### src/crfp_pkg.sv
// Package for the circle ring fill painter: register map, region codes,
// configuration and the inter-stage word type. Used by every module of the block.

package crfp_pkg;

	// Largest image side; pixels at or beyond it pass unchanged
	localparam int MAX_DIM = 4096;
	localparam logic [14:0] MAX_DIM_V = 15'(MAX_DIM);

	localparam int ADDR_W = 5;

	// Register indexes (byte address = 4 * index)
	localparam logic [2:0] REG_CENTER_COL     = 3'd0;
	localparam logic [2:0] REG_CENTER_ROW     = 3'd1;
	localparam logic [2:0] REG_RING_RADIUS    = 3'd2;
	localparam logic [2:0] REG_RING_THICKNESS = 3'd3;
	localparam logic [2:0] REG_FILL_ENABLE    = 3'd4;
	localparam logic [2:0] REG_LINE_RGB       = 3'd5;
	localparam logic [2:0] REG_FILL_RGB       = 3'd6;

	// Region codes reported with each painted word
	localparam logic [1:0] REGION_NONE = 2'd0;
	localparam logic [1:0] REGION_RING = 2'd1;
	localparam logic [1:0] REGION_FILL = 2'd2;

	typedef struct packed {
		logic signed [15:0] center_col;
		logic signed [15:0] center_row;
		logic [13:0]        ring_radius;
		logic [13:0]        ring_thickness;
		logic               fill_enable;
		logic [23:0]        line_rgb;
		logic [23:0]        fill_rgb;
	} cfg_t;

	// Word leaving the squaring stages
	typedef struct packed {
		logic [31:0] sq_x;
		logic [31:0] sq_y;
		logic [27:0] inner_sq;
		logic [29:0] outer_sq;
		logic        in_image;
		logic [23:0] rgb;
	} dist_t;

endpackage

### src/crfp_regs.sv
// Configuration register file behind the APB-style port.
// Depends on crfp_pkg for the register map and cfg_t.

module crfp_regs (
	input  logic                         clk,
	input  logic                         arst_n,
	input  logic                         psel,
	input  logic                         penable,
	input  logic                         pwrite,
	input  logic [crfp_pkg::ADDR_W-1:0]  paddr,
	input  logic [31:0]                  pwdata,
	output logic [31:0]                  prdata,
	output logic                         pready,
	output crfp_pkg::cfg_t               cfg
);
	import crfp_pkg::*;

	cfg_t       cfg_q;
	logic [2:0] idx;
	logic       wr_en;

	assign idx    = paddr[4:2];
	assign wr_en  = psel && penable && pwrite;
	assign pready = 1'b1;
	assign cfg    = cfg_q;

	always_ff @(posedge clk or negedge arst_n) begin
		if (!arst_n) begin
			cfg_q.center_col     <= '0;
			cfg_q.center_row     <= '0;
			cfg_q.ring_radius    <= 14'd1;
			cfg_q.ring_thickness <= 14'd1;
			cfg_q.fill_enable    <= 1'b0;
			cfg_q.line_rgb       <= '0;
			cfg_q.fill_rgb       <= '0;
		end else if (wr_en) begin
			unique case (idx)
				REG_CENTER_COL:     cfg_q.center_col     <= pwdata[15:0];
				REG_CENTER_ROW:     cfg_q.center_row     <= pwdata[15:0];
				REG_RING_RADIUS:    cfg_q.ring_radius    <= pwdata[13:0];
				REG_RING_THICKNESS: cfg_q.ring_thickness <= pwdata[13:0];
				REG_FILL_ENABLE:    cfg_q.fill_enable    <= pwdata[0];
				REG_LINE_RGB:       cfg_q.line_rgb       <= pwdata[23:0];
				REG_FILL_RGB:       cfg_q.fill_rgb       <= pwdata[23:0];
				default: ;
			endcase
		end
	end

	always_comb begin
		unique case (idx)
			REG_CENTER_COL:     prdata = {16'd0, cfg_q.center_col};
			REG_CENTER_ROW:     prdata = {16'd0, cfg_q.center_row};
			REG_RING_RADIUS:    prdata = {18'd0, cfg_q.ring_radius};
			REG_RING_THICKNESS: prdata = {18'd0, cfg_q.ring_thickness};
			REG_FILL_ENABLE:    prdata = {31'd0, cfg_q.fill_enable};
			REG_LINE_RGB:       prdata = {8'd0, cfg_q.line_rgb};
			REG_FILL_RGB:       prdata = {8'd0, cfg_q.fill_rgb};
			default:            prdata = '0;
		endcase
	end

endmodule

### src/crfp_dist.sv
// Offset and squaring stages (s1, s2): distance components, ring bounds,
// and their squares. Depends on crfp_pkg for cfg_t and dist_t.

module crfp_dist (
	input  logic             clk,
	input  logic             arst_n,
	input  crfp_pkg::cfg_t   cfg,
	input  logic             in_valid,
	output logic             in_stall,
	input  logic [11:0]      pix_col,
	input  logic [11:0]      pix_row,
	input  logic [7:0]       in_red,
	input  logic [7:0]       in_green,
	input  logic [7:0]       in_blue,
	output logic             dist_valid,
	input  logic             dist_stall,
	output crfp_pkg::dist_t  dist_word
);
	import crfp_pkg::*;

	logic               v_s1, v_s2;
	logic               rdy_s1, rdy_s2;
	logic signed [16:0] dx_s1, dy_s1;
	logic [13:0]        inner_s1;
	logic [14:0]        outer_s1;
	logic               in_image_s1;
	logic [23:0]        rgb_s1;
	dist_t              word_s2;

	logic signed [16:0] dx_c, dy_c;
	logic [12:0]        half_c;
	logic signed [14:0] inner_c;
	logic [14:0]        outer_c;
	logic signed [33:0] sqx_c, sqy_c;
	logic [27:0]        isq_c;
	logic [29:0]        osq_c;

	assign rdy_s2   = !v_s2 || !dist_stall;
	assign rdy_s1   = !v_s1 || rdy_s2;
	assign in_stall = !rdy_s1;

	always_comb begin
		dx_c    = $signed({5'd0, pix_col}) - $signed({cfg.center_col[15], cfg.center_col});
		dy_c    = $signed({5'd0, pix_row}) - $signed({cfg.center_row[15], cfg.center_row});
		half_c  = cfg.ring_thickness[13:1];
		inner_c = $signed({1'b0, cfg.ring_radius}) - $signed({2'b00, half_c});
		// one past the outer edge, so the ring test is d2 < outer_sq
		outer_c = {1'b0, cfg.ring_radius} + {2'b00, half_c} + 15'd1;
	end

	always_ff @(posedge clk or negedge arst_n) begin
		if (!arst_n) begin
			v_s1 <= 1'b0;
			v_s2 <= 1'b0;
		end else begin
			if (rdy_s1) v_s1 <= in_valid;
			if (rdy_s2) v_s2 <= v_s1;
		end
	end

	always_ff @(posedge clk) begin
		if (rdy_s1 && in_valid) begin
			dx_s1       <= dx_c;
			dy_s1       <= dy_c;
			// clamp a non-positive inner edge to zero: no lower bound, no fill
			inner_s1    <= (inner_c > 15'sd0) ? inner_c[13:0] : 14'd0;
			outer_s1    <= outer_c;
			in_image_s1 <= (15'(pix_col) < MAX_DIM_V) && (15'(pix_row) < MAX_DIM_V);
			rgb_s1      <= {in_red, in_green, in_blue};
		end
	end

	always_comb begin
		sqx_c = dx_s1 * dx_s1;
		sqy_c = dy_s1 * dy_s1;
		isq_c = 28'(inner_s1) * 28'(inner_s1);
		osq_c = 30'(outer_s1) * 30'(outer_s1);
	end

	always_ff @(posedge clk) begin
		if (rdy_s2 && v_s1) begin
			word_s2.sq_x     <= sqx_c[31:0];
			word_s2.sq_y     <= sqy_c[31:0];
			word_s2.inner_sq <= isq_c;
			word_s2.outer_sq <= osq_c;
			word_s2.in_image <= in_image_s1;
			word_s2.rgb      <= rgb_s1;
		end
	end

	assign dist_valid = v_s2;
	assign dist_word  = word_s2;

endmodule

### src/crfp_paint.sv
// Sum and classify stages (s3, s4): squared distance, ring/fill test against
// squared bounds, colour select into the output register. Depends on crfp_pkg.

module crfp_paint (
	input  logic             clk,
	input  logic             arst_n,
	input  crfp_pkg::cfg_t   cfg,
	input  logic             dist_valid,
	output logic             dist_stall,
	input  crfp_pkg::dist_t  dist_word,
	output logic             out_valid,
	input  logic             out_stall,
	output logic [7:0]       out_red,
	output logic [7:0]       out_green,
	output logic [7:0]       out_blue,
	output logic [1:0]       region_code
);
	import crfp_pkg::*;

	logic        v_s3, v_s4;
	logic        rdy_s3, rdy_s4;
	logic [31:0] d2_s3;
	logic [27:0] inner_sq_s3;
	logic [29:0] outer_sq_s3;
	logic        in_image_s3;
	logic [23:0] rgb_s3;
	logic [23:0] rgb_s4;
	logic [1:0]  region_s4;

	logic        ring_c, fill_c;
	logic [1:0]  region_c;
	logic [23:0] rgb_c;

	assign rdy_s4     = !v_s4 || !out_stall;
	assign rdy_s3     = !v_s3 || rdy_s4;
	assign dist_stall = !rdy_s3;

	always_ff @(posedge clk or negedge arst_n) begin
		if (!arst_n) begin
			v_s3 <= 1'b0;
			v_s4 <= 1'b0;
		end else begin
			if (rdy_s3) v_s3 <= dist_valid;
			if (rdy_s4) v_s4 <= v_s3;
		end
	end

	always_ff @(posedge clk) begin
		if (rdy_s3 && dist_valid) begin
			d2_s3       <= dist_word.sq_x + dist_word.sq_y;
			inner_sq_s3 <= dist_word.inner_sq;
			outer_sq_s3 <= dist_word.outer_sq;
			in_image_s3 <= dist_word.in_image;
			rgb_s3      <= dist_word.rgb;
		end
	end

	// ring wins over fill; a zero inner square never fills
	always_comb begin
		ring_c = in_image_s3 && (d2_s3 >= 32'(inner_sq_s3)) && (d2_s3 < 32'(outer_sq_s3));
		fill_c = in_image_s3 && !ring_c && cfg.fill_enable && (d2_s3 < 32'(inner_sq_s3));
		priority if (ring_c) begin
			region_c = REGION_RING;
			rgb_c    = cfg.line_rgb;
		end else if (fill_c) begin
			region_c = REGION_FILL;
			rgb_c    = cfg.fill_rgb;
		end else begin
			region_c = REGION_NONE;
			rgb_c    = rgb_s3;
		end
	end

	always_ff @(posedge clk) begin
		if (rdy_s4 && v_s3) begin
			rgb_s4    <= rgb_c;
			region_s4 <= region_c;
		end
	end

	assign out_valid   = v_s4;
	assign out_red     = rgb_s4[23:16];
	assign out_green   = rgb_s4[15:8];
	assign out_blue    = rgb_s4[7:0];
	assign region_code = region_s4;

endmodule

### src/circle_ring_fill_painter_unit.sv
// Circle ring fill painter: paints each streamed pixel with the ring colour
// when its floor distance from the centre lies within radius +/- thickness/2,
// with the fill colour inside the ring when fill is enabled, else passes it.
// Throughput is one pixel per clock while out_stall does not back up the
// pipeline; each pixel passes through the four-stage pipeline (offset,
// square, sum, classify) before it leaves with out_valid.
// The distance test compares squared distance against squared ring bounds,
// so no square root unit is present. Write registers only while no pixel is
// in flight. Depends on crfp_pkg, crfp_regs, crfp_dist and crfp_paint.

module circle_ring_fill_painter_unit (
	input  logic                         clk,
	input  logic                         arst_n,
	input  logic                         psel,
	input  logic                         penable,
	input  logic                         pwrite,
	input  logic [crfp_pkg::ADDR_W-1:0]  paddr,
	input  logic [31:0]                  pwdata,
	output logic [31:0]                  prdata,
	output logic                         pready,
	input  logic                         in_valid,
	output logic                         in_stall,
	input  logic [11:0]                  pix_col,
	input  logic [11:0]                  pix_row,
	input  logic [7:0]                   in_red,
	input  logic [7:0]                   in_green,
	input  logic [7:0]                   in_blue,
	output logic                         out_valid,
	input  logic                         out_stall,
	output logic [7:0]                   out_red,
	output logic [7:0]                   out_green,
	output logic [7:0]                   out_blue,
	output logic [1:0]                   region_code
);
	import crfp_pkg::*;

	cfg_t  cfg;
	logic  dist_valid;
	logic  dist_stall;
	dist_t dist_word;

	crfp_regs u_regs (
		.clk     (clk),
		.arst_n  (arst_n),
		.psel    (psel),
		.penable (penable),
		.pwrite  (pwrite),
		.paddr   (paddr),
		.pwdata  (pwdata),
		.prdata  (prdata),
		.pready  (pready),
		.cfg     (cfg)
	);

	crfp_dist u_dist (
		.clk        (clk),
		.arst_n     (arst_n),
		.cfg        (cfg),
		.in_valid   (in_valid),
		.in_stall   (in_stall),
		.pix_col    (pix_col),
		.pix_row    (pix_row),
		.in_red     (in_red),
		.in_green   (in_green),
		.in_blue    (in_blue),
		.dist_valid (dist_valid),
		.dist_stall (dist_stall),
		.dist_word  (dist_word)
	);

	crfp_paint u_paint (
		.clk         (clk),
		.arst_n      (arst_n),
		.cfg         (cfg),
		.dist_valid  (dist_valid),
		.dist_stall  (dist_stall),
		.dist_word   (dist_word),
		.out_valid   (out_valid),
		.out_stall   (out_stall),
		.out_red     (out_red),
		.out_green   (out_green),
		.out_blue    (out_blue),
		.region_code (region_code)
	);

endmodule

### config.mk
export PLATFORM = sky130hd
export DESIGN_NAME = circle_ring_fill_painter_unit
export DESIGN_NICKNAME = d
export VERILOG_FILES = /design/src/crfp_pkg.sv /design/src/crfp_regs.sv /design/src/crfp_dist.sv /design/src/crfp_paint.sv /design/src/circle_ring_fill_painter_unit.sv
export SDC_FILE = /design/constraint.sdc
export NUM_CORES = 2
export LEC_CHECK = 0
export BUFFER_PORTS_ARGS = -buffer_cell sky130_fd_sc_hd__buf_2
export CAP_MARGIN = 10
export CORE_MARGIN = 2
export CORE_UTILIZATION = 59
export DETAILED_ROUTE_END_ITERATION = 6
export PLACE_DENSITY = 0.79
export SETUP_SLACK_MARGIN = 0.3
export SYNTH_ARGS = -nofsm -noshare
export SYNTH_HDL_FRONTEND = slang
export SYNTH_HIERARCHICAL = 1
export SYNTH_SLANG_ARGS = --single-unit
### constraint.sdc
create_clock -name clk -period 11.3 [get_ports clk]
set_input_delay 2.26 -clock clk [delete_from_list [all_inputs] [get_ports clk]]
set_output_delay 2.26 -clock clk [all_outputs]
set_load 0.05 [all_outputs]
==> results.json <==
{
  "grt_pass1_wl_um": 198000,
  "yosys.cell_types.count": 101,
  "skew_ps": 61.6,
  "row_count": 110,
  "area.growth.synth_to_final_pct": 6.13,
  "worst_pin_slew_ps": 1130,
  "track_usage": 0.269,
  "min_period_ps": 7050,
  "hold_buffers": 0,
  "clockBufferDepth": 3,
  "vias": 36100,
  "dr.pass1.iters": 6,
  "insertion_delay_ps": 620,
  "antenna_found_initial": 0,
  "wl_per_cell_um": 19.0,
  "cp-start-kind": "register",
  "grt_pass1_vias": 38400,
  "placed_cell_area_sq_mm": 0.0555,
  "rsz0062_at_grt": "false",
  "clk_pin_slew_worst_paths_ps": 60,
  "dieWidth_um": 306,
  "synth_top_family_by_area": "adder cells",
  "hold_violations": 0,
  "hold-path-cell-count": 0,
  "core_sq_mm": 0.0901,
  "ios": 153,
  "die_area_sq_mm": 0.0936,
  "dpl.hpwl_um": 95100,
  "r2r_slack_ps": 4250,
  "holdCritPathClass": "register to register",
  "async_flop_share": 0.234,
  "multi_input_area_sq_mm": 0.0348,
  "grtUsageMet3": 0.0301,
  "avgSynthCellArea_sq_um": 10.5,
  "synthAdderAreaFrac": 0.401,
  "reg2regPathDepth": 22,
  "synth_seq_cells": 483,
  "grt_busiest_layer": "met2",
  "synth_cells": 5127,
  "grt_util_met1": 0.353,
  "nFillCells": 6888,
  "synth-xor-area-share": 0.0356,
  "gp_congestion": 0.929,
  "max_freq_ghz": 0.142,
  "path_class": "register to register",
  "finalNetCount": 6540,
  "regArea_sq_mm": 0.0139,
  "ctsResizeCount": 0,
  "initial_core_util": 0.597,
  "use_met2": 0.466,
  "finalCritPeriodShare": 0.624,
  "cts_buffers": 48,
  "yosysSeqAreaShare": 0.259,
  "critPathArrivalTime_ps": 7380,
  "io_buffers": 133,
  "endpoint_kind": "register",
  "cts.sinks": 483,
  "worstPathRequired_ps": 11630,
  "vias_per_cell": 5.64,
  "routed_wl_um": 122000,
  "synth_ff_type": "edfxtp_1",
  "status": "finished, final reports clean",
  "drt-initial-drc-count": 2730,
  "ant_nets": 0,
  "stdcell_area_sq_mm": 0.0571,
  "slew_headroom": 0.247,
  "drc": 0,
  "htree_levels": 2,
  "grt_max_degree": 143,
  "post_cts_buffers": 0,
  "setup_viol": 0,
  "cap_violations": 0,
  "synth_mux_area_frac": 0.0345,
  "synth_compound_area_frac": 0.0752,
  "finalMaxSlewViolations": 0,
  "synth-simple-area-share": 0.0995,
  "drive_gt1_frac": 0.0712,
  "synth_edf_count": 370,
  "die_h_um": 306,
  "final.setup.tns_ps": 0,
  "yosys_warnings": 6,
  "cts_tree": "built",
  "whs_ps": 385,
  "gr-total-overflow": 0,
  "antennaDiodeCount": 0,
  "critPathMaxFanout": 16,
  "netlist_area_sq_mm": 0.0538,
  "cts_root_buffer": "clkbuf_16"
}
==> critical path: stages, from the launching register on <==
cell	delay, ps
edfxtp_1	850
inv_1	350
nor2_1	320
fa_1	460
inv_1	80
fa_1	410
inv_1	80
fa_1	430
fa_1	530
fa_1	550
inv_1	60
fa_1	560
inv_1	50
ha_1	370
a21oi_1	160
o21ai_0	150
nor3_1	260
a21oi_2	140
a221oi_4	400
o211ai_2	140
a21o_1	190
a21oi_2	150
xnor2_1	90
==> metrics by stage <==
stage / utilization / cells / setup WS, ps
6_report: 0.634 / 6404 / 4250
3_5_place_dp: 0.615 / 6314 / 4320
3_3_place_gp: 0.615 / 6314 / 4410
5_1_grt: 0.634 / 6404 / 3970
2_1_floorplan: - / 5137 / 1720
4_1_cts: 0.634 / 6404 / 4310
==> final timing paths <==
| check | start | endpoint |
|---|---|---|
| max reg2reg | u_dist/dy_s1[15] | u_dist/dist_word[114] |
| max | u_dist/dy_s1[15] | u_dist/dist_word[114] |
| min reg2reg | u_dist/dist_word[27] | u_paint/outer_sq_s3[2] |
| min | u_dist/dist_word[27] | u_paint/outer_sq_s3[2] |
| max in group asynchronous | arst_n | u_regs/cfg[21] |
| min in group asynchronous | arst_n | u_regs/cfg[36] |
==> flip-flops by register name, indices dropped and copies added (netlist names) <==
name and flops:
u_dist/rgb_s1 24, u_dist/outer_s1 15, u_dist/dist_word 142, u_paint/rgb_s4 24, u_paint/out_valid 1, u_paint/rgb_s3 24
u_paint/v_s3 1, u_regs/cfg 109, u_dist/inner_s1 14, u_dist/v_s1 1, u_paint/in_image_s3 1, u_dist/dist_valid 1
u_paint/outer_sq_s3 30, u_paint/region_code 2, u_paint/inner_sq_s3 28, u_dist/dy_s1 17, u_dist/dx_s1 17, u_paint/d2_s3 32
==> layer usage <==
| layer | wire length [um] | vias to the layer above |
|---|---|---|
| met4 | 4280 | 0 |
| met1 | 48600 | 18200 |
| met5 | 0 | - |
| li1 | - | 16500 |
| met3 | 7670 | 224 |
| met2 | 61500 | 1167 |
==> cells in the final DEF, fill, tap and decap left out, types with 14 or more instances in the layout <==
master,synthesis,routed
nand2b_1,34,34
nor2b_1,58,58
nand3_1,48,48
o21ai_0,90,90
nand2_1,407,407
o21bai_1,23,23
fa_1,772,772
mux2_2,77,77
and2_1,182,180
a21o_1,64,63
xor2_1,57,57
buf_4,19,20
a21oi_1,153,153
a311o_1,25,25
ha_1,488,488
clkbuf_16,0,48
mux2_1,77,77
and3_1,14,14
nor2_1,188,188
nor4_1,33,33
a31oi_1,17,17
a211oi_1,18,18
nand4_1,18,18
nor3_1,35,35
inv_1,1173,1173
xnor2_1,162,162
conb_1,4,14
o21a_1,31,31
o311ai_0,27,27
dfrtp_1,111,111
edfxtp_1,370,370
buf_2,12,132
or3_1,14,14
==> Yosys cell counts (23+ instances only) <==
cell      number  area (sq um)
a21o_1        64           480
a21oi_1      153           766
a311o_1       25           250
and2_1       182          1140
clkbuf_1     112           420
dfrtp_1      111          2780
edfxtp_1     370         11100
fa_1         772         15500
ha_1         488          6110
inv_1       1173          4400
mux2_1        77           867
mux2_2        77           867
nand2_1      407          1530
nand2b_1      34           213
nand3_1       48           240
nor2_1       188           706
nor2b_1       58           363
nor3_1        35           175
nor4_1        33           206
o21a_1        31           233
o21ai_0       90           450
o21bai_1      23           173
o311ai_0      27           236
xnor2_1      162          1420
xor2_1        57           499
==> cells by family after synthesis <==
logic type,count (synthesis)
buf+inv,1326
fa+ha+maj,1260
simple gates,1085
compound gates,584
flops,483
xor+xnor,219
mux,166
other cells,4
==> final cells by class <==
class,count,area share
Timing Repair Buffer,153,0.0145
Inverter,1174,0.0772
Clock inverter,28,0.00616
Clock buffer,62,0.0227
Tap cell,1176,0.0258
Multi-Input combinational cell,3328,0.610
Sequential cell,483,0.244
Power is left out: the tool's default activity adds up to more than one toggle a clock period on the data nets, which glitch-free logic cannot reach.
